### src/sv/hex_text_to_integer_top_assert.svh
// assertion macros for the hex text parser
`ifndef HEX_TEXT_TO_INTEGER_TOP_ASSERT_SVH
`define HEX_TEXT_TO_INTEGER_TOP_ASSERT_SVH

// condition in the same cycle
`define HEXINT_ASSERT_IMP(label, clk, rst_n, cond, prop, msg) \
    label: assert property (@(posedge clk) disable iff (!rst_n) (cond) |-> (prop)) \
        else $error(msg);

// condition in the following cycle
`define HEXINT_ASSERT_NEXT(label, clk, rst_n, cond, prop, msg) \
    label: assert property (@(posedge clk) disable iff (!rst_n) (cond) |=> (prop)) \
        else $error(msg);

`endif

### src/sv/hexint_pkg.sv
package hexint_pkg;

    // field widths
    localparam int CHAR_W   = 8;
    localparam int STATUS_W = 2;
    localparam int VALUE_W  = 64;
    localparam int DIGIT_W  = 4;
    localparam int CFG_IDX_W = 8;

    // queue between front and back
    localparam int FIFO_DEPTH = 4;
    localparam int FIFO_AW    = $clog2(FIFO_DEPTH);
    localparam int FIFO_CW    = $clog2(FIFO_DEPTH + 1);

    // character codes
    localparam logic [CHAR_W-1:0] CH_BLANK = 8'h20;
    localparam logic [CHAR_W-1:0] CH_PLUS  = 8'h2B;
    localparam logic [CHAR_W-1:0] CH_MINUS = 8'h2D;
    localparam logic [CHAR_W-1:0] CH_ZERO  = 8'h30;
    localparam logic [CHAR_W-1:0] CH_NINE  = 8'h39;
    localparam logic [CHAR_W-1:0] CH_LO_A  = 8'h61;
    localparam logic [CHAR_W-1:0] CH_LO_F  = 8'h66;
    localparam logic [CHAR_W-1:0] CH_UP_A  = 8'h41;
    localparam logic [CHAR_W-1:0] CH_UP_F  = 8'h46;

    // configuration register indexes
    localparam logic [CFG_IDX_W-1:0] CFG_SIGNED_MODE = 8'd0;
    localparam logic [CFG_IDX_W-1:0] CFG_WIDE_MODE   = 8'd1;

    // result status codes
    localparam logic [STATUS_W-1:0] ST_OK    = 2'd0;
    localparam logic [STATUS_W-1:0] ST_OVER  = 2'd1;
    localparam logic [STATUS_W-1:0] ST_UNDER = 2'd2;
    localparam logic [STATUS_W-1:0] ST_SYN   = 2'd3;

    // parse phase
    typedef enum logic [2:0] {
        PH_LEAD  = 3'd0,
        PH_SIGN  = 3'd1,
        PH_DIG   = 3'd2,
        PH_TRAIL = 3'd3
    } t_phase;

    // one classified character
    typedef struct packed {
        logic               end_mark;
        logic               blank;
        logic               plus;
        logic               minus;
        logic               is_digit;
        logic [DIGIT_W-1:0] digit;
    } t_item;

    // queue status seen by front, back and top
    typedef struct packed {
        logic               full;
        logic               empty;
        logic [FIFO_CW-1:0] count;
    } t_fifo_stat;

endpackage

### src/sv/hexint_if.sv
// input character request channel
interface hexint_in_if;
    logic                           valid;
    logic                           ready;
    logic [hexint_pkg::CHAR_W-1:0]  char_code;
    logic                           end_marker;

    modport source (output valid, output char_code, output end_marker, input ready);
    modport sink   (input valid, input char_code, input end_marker, output ready);
endinterface

// result request channel
interface hexint_out_if;
    logic                            valid;
    logic                            ready;
    logic [hexint_pkg::STATUS_W-1:0] status;
    logic [hexint_pkg::VALUE_W-1:0]  value;

    modport source (output valid, output status, output value, input ready);
    modport sink   (input valid, input status, input value, output ready);
endinterface

// configuration write channel
interface hexint_cfg_if;
    logic                             valid;
    logic                             ready;
    logic [hexint_pkg::CFG_IDX_W-1:0] index;
    logic                             data;

    modport source (output valid, output index, output data, input ready);
    modport sink   (input valid, input index, input data, output ready);
endinterface

### src/sv/hex_text_to_integer_top.sv
// Hex text parser: takes one ASCII character per request and, on a request with end_marker
// set, returns one result (status and 64-bit value) for the string closed by it. It accepts
// one character every cycle without pause while results are taken; a closing request's
// result passes a classifier register, a four-entry queue and the result register before
// it is valid at the output. The rate is set by the parser step in the back end, which does
// the 4-bit shift, digit add and exact range compare of one character combinationally.
// A stalled result port holds only closing requests back; the queue keeps the input moving
// until it fills. Register writes (0 signed_mode, 1 wide_mode) are taken in any cycle, are
// meant for an idle block, and restart the string in progress.
`include "hex_text_to_integer_top_assert.svh"

module hex_text_to_integer_top (
    input  logic        i_clk,
    input  logic        i_rst_n,
    hexint_in_if.sink   i_in,
    hexint_cfg_if.sink  i_cfg,
    hexint_out_if.source o_out
);

    logic                    push;
    logic                    pop;
    hexint_pkg::t_item       front_item;
    hexint_pkg::t_item       queue_item;
    hexint_pkg::t_fifo_stat  fifo_stat;

    // character classifier
    hexint_front u_front (
        .i_clk       (i_clk),
        .i_rst_n     (i_rst_n),
        .i_in        (i_in),
        .i_fifo_stat (fifo_stat),
        .o_push      (push),
        .o_item      (front_item)
    );

    // queue between classifier and parser
    hexint_fifo u_fifo (
        .i_clk   (i_clk),
        .i_rst_n (i_rst_n),
        .i_push  (push),
        .i_item  (front_item),
        .i_pop   (pop),
        .o_item  (queue_item),
        .o_stat  (fifo_stat)
    );

    // parser and result register
    hexint_back u_back (
        .i_clk       (i_clk),
        .i_rst_n     (i_rst_n),
        .i_cfg       (i_cfg),
        .i_item      (queue_item),
        .i_fifo_stat (fifo_stat),
        .o_pop       (pop),
        .o_out       (o_out)
    );

    // checks
    `HEXINT_ASSERT_IMP(a_err_value_zero, i_clk, i_rst_n, o_out.valid && o_out.status != hexint_pkg::ST_OK, o_out.value == '0, "failed result with nonzero value")
    `HEXINT_ASSERT_IMP(a_no_push_when_full, i_clk, i_rst_n, push, !fifo_stat.full, "push into full queue")
    `HEXINT_ASSERT_IMP(a_no_pop_when_empty, i_clk, i_rst_n, pop, !fifo_stat.empty, "pop from empty queue")
    `HEXINT_ASSERT_NEXT(a_last_entry_drains, i_clk, i_rst_n, pop && !push && fifo_stat.count == hexint_pkg::FIFO_CW'(1), fifo_stat.empty, "queue not empty after last pop")

endmodule

### src/sv/hexint_front.sv
module hexint_front (
    input  logic                    i_clk,
    input  logic                    i_rst_n,
    hexint_in_if.sink               i_in,
    input  hexint_pkg::t_fifo_stat  i_fifo_stat,
    output logic                    o_push,
    output hexint_pkg::t_item       o_item
);

    logic              r_valid;
    hexint_pkg::t_item r_item;
    hexint_pkg::t_item n_item;
    logic              accept;

    // hand the held item to the queue when it has room
    assign o_push     = r_valid && !i_fifo_stat.full;
    assign o_item     = r_item;
    assign i_in.ready = !r_valid || !i_fifo_stat.full;
    assign accept     = i_in.valid && i_in.ready;

    // classify the incoming character
    always_comb begin
        logic [hexint_pkg::CHAR_W-1:0] c;
        c = i_in.char_code;
        n_item.end_mark = i_in.end_marker;
        n_item.blank    = (c == hexint_pkg::CH_BLANK);
        n_item.plus     = (c == hexint_pkg::CH_PLUS);
        n_item.minus    = (c == hexint_pkg::CH_MINUS);
        n_item.is_digit = 1'b1;
        n_item.digit    = '0;
        if (c >= hexint_pkg::CH_ZERO && c <= hexint_pkg::CH_NINE) begin
            n_item.digit = c[hexint_pkg::DIGIT_W-1:0];
        end else if (c >= hexint_pkg::CH_LO_A && c <= hexint_pkg::CH_LO_F) begin
            n_item.digit = c[hexint_pkg::DIGIT_W-1:0] + 4'd9;
        end else if (c >= hexint_pkg::CH_UP_A && c <= hexint_pkg::CH_UP_F) begin
            n_item.digit = c[hexint_pkg::DIGIT_W-1:0] + 4'd9;
        end else begin
            n_item.is_digit = 1'b0;
        end
    end

    // holding register valid flag
    always_ff @(posedge i_clk) begin
        if (!i_rst_n) begin
            r_valid <= 1'b0;
        end else if (accept) begin
            r_valid <= 1'b1;
        end else if (o_push) begin
            r_valid <= 1'b0;
        end
    end

    // holding register payload
    always_ff @(posedge i_clk) begin
        if (accept) begin
            r_item <= n_item;
        end
    end

endmodule

### src/sv/hexint_fifo.sv
module hexint_fifo (
    input  logic                    i_clk,
    input  logic                    i_rst_n,
    input  logic                    i_push,
    input  hexint_pkg::t_item       i_item,
    input  logic                    i_pop,
    output hexint_pkg::t_item       o_item,
    output hexint_pkg::t_fifo_stat  o_stat
);

    hexint_pkg::t_item                  r_mem [hexint_pkg::FIFO_DEPTH];
    logic [hexint_pkg::FIFO_AW-1:0]     r_wr_ptr;
    logic [hexint_pkg::FIFO_AW-1:0]     r_rd_ptr;
    logic [hexint_pkg::FIFO_CW-1:0]     r_count;
    logic                               do_push;
    logic                               do_pop;

    assign o_stat.full  = (r_count == hexint_pkg::FIFO_CW'(hexint_pkg::FIFO_DEPTH));
    assign o_stat.empty = (r_count == '0);
    assign o_stat.count = r_count;
    assign o_item       = r_mem[r_rd_ptr];
    assign do_push      = i_push && !o_stat.full;
    assign do_pop       = i_pop && !o_stat.empty;

    // pointers and fill count
    always_ff @(posedge i_clk) begin
        if (!i_rst_n) begin
            r_wr_ptr <= '0;
            r_rd_ptr <= '0;
            r_count  <= '0;
        end else begin
            if (do_push) begin
                r_wr_ptr <= r_wr_ptr + 1'b1;
            end
            if (do_pop) begin
                r_rd_ptr <= r_rd_ptr + 1'b1;
            end
            if (do_push && !do_pop) begin
                r_count <= r_count + 1'b1;
            end else if (do_pop && !do_push) begin
                r_count <= r_count - 1'b1;
            end
        end
    end

    // entry storage
    always_ff @(posedge i_clk) begin
        if (do_push) begin
            r_mem[r_wr_ptr] <= i_item;
        end
    end

endmodule

### src/sv/hexint_back.sv
module hexint_back (
    input  logic                    i_clk,
    input  logic                    i_rst_n,
    hexint_cfg_if.sink              i_cfg,
    input  hexint_pkg::t_item       i_item,
    input  hexint_pkg::t_fifo_stat  i_fifo_stat,
    output logic                    o_pop,
    hexint_out_if.source            o_out
);

    localparam int ACC_W = hexint_pkg::VALUE_W;
    localparam int EXT_W = hexint_pkg::VALUE_W + hexint_pkg::DIGIT_W;

    logic                              r_signed_mode;
    logic                              r_wide_mode;
    hexint_pkg::t_phase                r_phase;
    hexint_pkg::t_phase                n_phase;
    logic [ACC_W-1:0]                  r_acc;
    logic [ACC_W-1:0]                  n_acc;
    logic                              r_neg;
    logic                              n_neg;
    logic [hexint_pkg::STATUS_W-1:0]   r_err;
    logic [hexint_pkg::STATUS_W-1:0]   n_err;
    logic                              r_out_valid;
    logic [hexint_pkg::STATUS_W-1:0]   r_status;
    logic [hexint_pkg::VALUE_W-1:0]    r_value;
    logic [hexint_pkg::VALUE_W-1:0]    n_value;
    logic                              cfg_write;
    logic                              emit;
    logic [ACC_W-1:0]                  limit;
    logic                              too_big;

    assign i_cfg.ready  = 1'b1;
    assign cfg_write    = i_cfg.valid && (i_cfg.index == hexint_pkg::CFG_SIGNED_MODE ||
                                          i_cfg.index == hexint_pkg::CFG_WIDE_MODE);
    assign o_out.valid  = r_out_valid;
    assign o_out.status = r_status;
    assign o_out.value  = r_value;

    // take the next item unless it closes a string and the result slot is busy
    assign o_pop = !i_fifo_stat.empty &&
                   (!i_item.end_mark || !r_out_valid || o_out.ready);
    assign emit  = o_pop && i_item.end_mark;

    // largest magnitude for the current mode and sign, then the exact range check
    always_comb begin
        logic [ACC_W-1:0] full;
        full = r_wide_mode ? {ACC_W{1'b1}} : {{(ACC_W/2){1'b0}}, {(ACC_W/2){1'b1}}};
        if (!r_signed_mode) begin
            limit = full;
        end else if (r_neg) begin
            limit = (full >> 1) + 1'b1;
        end else begin
            limit = full >> 1;
        end
        too_big = {r_acc, i_item.digit} > {{hexint_pkg::DIGIT_W{1'b0}}, limit};
    end

    // next state of the parser
    always_comb begin
        n_phase = r_phase;
        n_acc   = r_acc;
        n_neg   = r_neg;
        n_err   = r_err;
        if (i_item.end_mark) begin
            n_phase = hexint_pkg::PH_LEAD;
            n_acc   = '0;
            n_neg   = 1'b0;
            n_err   = hexint_pkg::ST_OK;
        end else if (r_err == hexint_pkg::ST_OK) begin
            case (r_phase)
                hexint_pkg::PH_LEAD: begin
                    if (i_item.blank) begin
                        n_phase = hexint_pkg::PH_LEAD;
                    end else if (r_signed_mode && (i_item.plus || i_item.minus)) begin
                        n_neg   = i_item.minus;
                        n_phase = hexint_pkg::PH_SIGN;
                    end else if (i_item.is_digit) begin
                        if (too_big) begin
                            n_err = r_neg ? hexint_pkg::ST_UNDER : hexint_pkg::ST_OVER;
                        end else begin
                            n_acc   = {r_acc[ACC_W-hexint_pkg::DIGIT_W-1:0], i_item.digit};
                            n_phase = hexint_pkg::PH_DIG;
                        end
                    end else begin
                        n_err = hexint_pkg::ST_SYN;
                    end
                end
                hexint_pkg::PH_SIGN, hexint_pkg::PH_DIG: begin
                    if (i_item.blank) begin
                        if (r_phase == hexint_pkg::PH_DIG) begin
                            n_phase = hexint_pkg::PH_TRAIL;
                        end
                    end else if (i_item.is_digit) begin
                        if (too_big) begin
                            n_err = r_neg ? hexint_pkg::ST_UNDER : hexint_pkg::ST_OVER;
                        end else begin
                            n_acc   = {r_acc[ACC_W-hexint_pkg::DIGIT_W-1:0], i_item.digit};
                            n_phase = hexint_pkg::PH_DIG;
                        end
                    end else begin
                        n_err = hexint_pkg::ST_SYN;
                    end
                end
                default: begin
                    if (!i_item.blank) begin
                        n_err = hexint_pkg::ST_SYN;
                    end
                end
            endcase
        end
    end

    // result value for a closing item
    always_comb begin
        n_value = '0;
        if (r_err == hexint_pkg::ST_OK) begin
            n_value = r_neg ? (~r_acc + 1'b1) : r_acc;
        end
    end

    // configuration registers
    always_ff @(posedge i_clk) begin
        if (!i_rst_n) begin
            r_signed_mode <= 1'b1;
            r_wide_mode   <= 1'b0;
        end else if (i_cfg.valid) begin
            if (i_cfg.index == hexint_pkg::CFG_SIGNED_MODE) begin
                r_signed_mode <= i_cfg.data;
            end
            if (i_cfg.index == hexint_pkg::CFG_WIDE_MODE) begin
                r_wide_mode <= i_cfg.data;
            end
        end
    end

    // parser state, cleared by a register write
    always_ff @(posedge i_clk) begin
        if (!i_rst_n || cfg_write) begin
            r_phase <= hexint_pkg::PH_LEAD;
            r_acc   <= '0;
            r_neg   <= 1'b0;
            r_err   <= hexint_pkg::ST_OK;
        end else if (o_pop) begin
            r_phase <= n_phase;
            r_acc   <= n_acc;
            r_neg   <= n_neg;
            r_err   <= n_err;
        end
    end

    // result slot valid flag
    always_ff @(posedge i_clk) begin
        if (!i_rst_n) begin
            r_out_valid <= 1'b0;
        end else if (emit) begin
            r_out_valid <= 1'b1;
        end else if (o_out.ready) begin
            r_out_valid <= 1'b0;
        end
    end

    // result slot payload
    always_ff @(posedge i_clk) begin
        if (emit) begin
            r_status <= r_err;
            r_value  <= n_value;
        end
    end

endmodule

### src/flat_wrapper.sv
// flat-port wrapper written by rule: the top's interface ports become plain ports
module hex_text_to_integer_top_flat 
  (i_clk, i_rst_n, i_in_valid, i_in_char_code, i_in_end_marker, i_in_ready, i_cfg_valid, i_cfg_index, i_cfg_data, i_cfg_ready, o_out_valid, o_out_status, o_out_value, o_out_ready);
  hexint_in_if i_in_i ();
  hexint_cfg_if i_cfg_i ();
  hexint_out_if o_out_i ();
  input  logic i_clk;
  input  logic i_rst_n;
  input wire logic [$bits(i_in_i.valid)-1:0] i_in_valid;
  input wire logic [$bits(i_in_i.char_code)-1:0] i_in_char_code;
  input wire logic [$bits(i_in_i.end_marker)-1:0] i_in_end_marker;
  output wire logic [$bits(i_in_i.ready)-1:0] i_in_ready;
  input wire logic [$bits(i_cfg_i.valid)-1:0] i_cfg_valid;
  input wire logic [$bits(i_cfg_i.index)-1:0] i_cfg_index;
  input wire logic [$bits(i_cfg_i.data)-1:0] i_cfg_data;
  output wire logic [$bits(i_cfg_i.ready)-1:0] i_cfg_ready;
  output wire logic [$bits(o_out_i.valid)-1:0] o_out_valid;
  output wire logic [$bits(o_out_i.status)-1:0] o_out_status;
  output wire logic [$bits(o_out_i.value)-1:0] o_out_value;
  input wire logic [$bits(o_out_i.ready)-1:0] o_out_ready;
  assign i_in_i.valid = i_in_valid;
  assign i_in_i.char_code = i_in_char_code;
  assign i_in_i.end_marker = i_in_end_marker;
  assign i_in_ready = i_in_i.ready;
  assign i_cfg_i.valid = i_cfg_valid;
  assign i_cfg_i.index = i_cfg_index;
  assign i_cfg_i.data = i_cfg_data;
  assign i_cfg_ready = i_cfg_i.ready;
  assign o_out_valid = o_out_i.valid;
  assign o_out_status = o_out_i.status;
  assign o_out_value = o_out_i.value;
  assign o_out_i.ready = o_out_ready;
  hex_text_to_integer_top u_core (.i_clk(i_clk), .i_rst_n(i_rst_n), .i_in(i_in_i), .i_cfg(i_cfg_i), .o_out(o_out_i));
endmodule
### config.mk
export PLATFORM = sky130hd
export DESIGN_NAME = hex_text_to_integer_top_flat
export DESIGN_NICKNAME = d
export VERILOG_FILES = /design/src/sv/hexint_pkg.sv /design/src/sv/hexint_if.sv /design/src/sv/hex_text_to_integer_top.sv /design/src/sv/hexint_front.sv /design/src/sv/hexint_fifo.sv /design/src/sv/hexint_back.sv /design/src/flat_wrapper.sv
export VERILOG_INCLUDE_DIRS = /design/src /design/src/sv
export SDC_FILE = /design/constraint.sdc
export NUM_CORES = 1
export LEC_CHECK = 0
export BUFFER_PORTS_ARGS = -buffer_cell sky130_fd_sc_hd__buf_2
export CORE_MARGIN = 2
export CORE_UTILIZATION = 50
export DETAILED_ROUTE_END_ITERATION = 7
export PLACE_DENSITY = 0.7
export SYNTH_ARGS = -nofsm -noshare
export SYNTH_HDL_FRONTEND = slang
export SYNTH_SLANG_ARGS = --single-unit
### constraint.sdc
create_clock -name i_clk -period 5.3 [get_ports i_clk]
set_input_delay 1.06 -clock i_clk [delete_from_list [all_inputs] [get_ports i_clk]]
set_output_delay 1.06 -clock i_clk [all_outputs]
set_load 0.05 [all_outputs]
==> metrics.md <==
| Metric | Value |
|---|---|
| Run status | finished clean |
| Fmax | 230.1 MHz |
| Hold crit path type | reg -> reg |
| Post-route DRC | 0 |
| CTS Root Cell | clkbuf_16 |
| Setup CP Type | reg -> reg |
| Setup TNS Final | 0 ns |
| Layout cell share with drive strength beyond 1 | 16.10% |
| Final setup fails | 0 |
| Largest net degree at the start of global routing | 66 |
| Yosys warns | 0 |
| Tightest Pin Transition | 1.005 ns |
| Clock transition at path regs | 0.07 ns |
| DIE AREA | a little over 20000 um2 |
| Vias in the first global route | 6588 |
| Max VDD drop | 0.0002536 V |
| Max-cap viol count | 0 |
| Critical Path Source Type | register |
| Min cycle time layout | about 4.3 ns |
| Design Power | roughly 5.2 mW |
| Worst path slowest cell | dfxtp_2 |
| Cell-by-cell trace of the critical path | ha_1 > mux2i_1 > ha_1 > or4b_2 > nor4_1 > o21ai_1 > a2111oi_2 > nand3_1 > a21boi_1 > nor3_2 > buf_4 > mux2i_1 |
| Final Wtd Congestion | 0.8279 |
| Longest Clk Path Bufs | 2 |
| Worst Path Required | ~5.7 ns |
| Ratio of final minimum period to clock period | 82.00% |
| CP max stage delay | 0.70 ns |
| Inserted Diodes | 0 |
| Resized Gates After CTS | 0 |
| Post-route ant nets | 0 |
| Die Ht | around 140 um |
| Initial antenna violation count | 0 |
| RSZ-0062 raised after global routing | no |
| Crit path DAT | 4.70 ns |
| Cell Area, Synth | 9718 um2 |
| Rel. slew slack | 32.72% |
| Synth Flop Type | edfxtp_1 |
| H-tree Lvls | 4 |
| Sequential-to-total area share from yosys stat | approximately half |
| Mean number of vias per cell | 5.511 |
| Hold-fix buffers at CTS | 0 |
| Clock tree sinks | 194 |
| Skew final | 0.01009 ns |
| Pwr Density | 482.6 nW/um2 |
| Avg Inst Size Synth | 10.36 um2 |
| First-pass iteration count of the detailed router | 5 |
| Slew Viols, Final | 0 |
| Buffers on Ports | 90 |
| Pleak | around 4.3 nW |
| CP Max Fanout | 36 |
| Post-synth EDFFs | 111 |
| Io pins | between 90 and 100 |
| Routed wire length | 19.80 mm |
| TritonCTS clock tree | done |
| Synth Instances | about 940 |
| Total track usage | 20.04% |
| DIE WIDTH | 143.4 um |
| Post-synthesis register bit count | 194 |
| Fin nets | 1029 |
| Std-Cell Core Area | 18890 um2 |
| Final core utilization | 57.20% |
| Overall overflow remaining after global route | 0 |
| Post-DP HPWL | about 13 mm |
| Synth Net Count | 980 |
| Via count | 6944 |
| Final hold violations | 0 |
| Worst-skew pair later-pin latency | 0.43 ns |
| Initial DRC count | 614 |
| Num rows | 50 |
| Starting Density | 51.44% |
| First-pass GRT wire length | 33.04 mm |
| Layout overhead on the synthesized area | 11.20% |
| Wire length per cell | 15.72 um |
| Worst setup EP type | register |
| Post-CTS Setup Inserts | 0 |
| Total CTS buffers | 17 |
| Cell variety after synth | between 60 and 70 |
| Async S/R FF share, synth | 0% |
## stage by stage
stage | std cells | setup slack, ns | instance area (um2) | hold WS (ns)
floorplan | 938 | 1.146 | 9718 | 0.4156
global placement | 1228 | 1.073 | 10250 | 0.4547
detailed placement | 1228 | 0.9427 | 10250 | 0.4447
CTS | 1260 | 0.9157 | 10810 | 0.4750
global route | 1260 | 0.5897 | 10810 | 0.4809
finish | 1260 | 0.9540 | 10810 | 0.4683
## cells in the mapped netlist (15+ instances only)
master	instances	share of area, %
nor2_1	87	3.4
nand2_1	157	6.1
or3_1	19	1.2
mux2i_1	70	7.2
inv_1	18	0.70
nand4_1	16	1.0
nand3_1	15	0.77
clkbuf_1	50	1.9
edfxtp_1	111	34
o21ai_0	41	2.1
ha_1	18	2.3
xor2_1	60	5.4
dfxtp_1	83	17
## flip-flops by register name, indices dropped and copies added, names as in the netlist, 2 cells and up, named ones only
name / flops
u_core.u_back.r_acc: 64
u_core.u_fifo.r_mem: 36
u_core.u_back.o_out.status: 2
u_core.u_front.o_item: 9
u_core.u_back.o_out.value: 64
u_core.u_fifo.r_wr_ptr: 2
u_core.u_back.r_phase: 3
u_core.u_back.r_err: 2
u_core.u_fifo.r_count: 3
u_core.u_fifo.r_rd_ptr: 2
## cell usage in the layout (no fill, tap or decap), types with 13 or more instances in the layout
master and count:
a21oi_1 14, buf_2 90, clkbuf_16 17, dfxtp_1 82
edfxtp_1 111, ha_1 18, inv_1 18, mux2i_1 70
nand2_1 157, nand3_1 15, nand4_1 16, nor2_1 85
nor4_1 14, o21ai_0 41, o31ai_1 14, or3_1 19
or4_1 13, xor2_1 60
## power by group
| part | leakage, nW | switching [mW] | internal (mW) |
|---|---|---|---|
| sequential | 1.73 | 0.127 | 1.89 |
| clock | 0.280 | 0.595 | 0.628 |
| combinational | 2.25 | 1.47 | 0.502 |
| total | 4.26 | 2.19 | 3.02 |
## cell type report
type / count / area [um2]
Fill cell: 1658 / 8087
Sequential cell: 194 / 4996
Clock buffer: 18 / 439.2
Timing Repair Buffer: 98 / 510.5
Multi-Input combinational cell: 658 / 4352
Clock inverter: 14 / 116.4
Inverter: 18 / 67.56
Tap cell: 260 / 325.3
## worst max-delay path: cells and delay by family (launching register included)
kind                       cells  cell delay (ns)
buffers and inverters          1             0.56
muxes                          2             0.36
adders and majority gates      2             0.57
AOI/OAI and AO/OA              3             0.74
and+or+nand+nor                4             1.31
DFF                            1             0.70
## per-layer routing
metal  vias to the layer above  share of wire, %  wire [um]  track usage [%]
met5                         -                 0          0                0
met4                         0               1.8        357            6.450
met3                        24               4.0        798            3.532
met2                       160                49       9762            33.73
met1                      3323                45       8884            26.38
li1                       3437                 -          -                -
## kinds of logic (layout without fill, tap and decap cells)
group,count (synthesis),in the layout,synth area share (%)
AO/OA/AOI/OAI,117,117,8.459
XOR/XNOR,66,66,5.948
adder cells (fa/ha/maj),19,19,2.524
buffers and inverters,86,148,4.043
flip-flops,194,194,51.40
multiplexers,80,80,9.412
other,1,1,0.03859
AND/OR/NAND/NOR,375,375,18.18
## worst paths after layout
path / start / to / slack [ns] / cells after the start
min reg2reg: u_core.u_back.r_err[0] / u_core.u_back.o_out.status[0] / 0.47 / 0
max reg2reg: u_core.u_back.r_neg / u_core.u_back.r_acc[4] / 0.95 / 12
max: u_core.u_back.r_neg / u_core.u_back.r_acc[4] / 0.95 / 12
min: u_core.u_back.r_err[0] / u_core.u_back.o_out.status[0] / 0.47 / 0
Note: power is estimated with default switching activity, not from simulation.
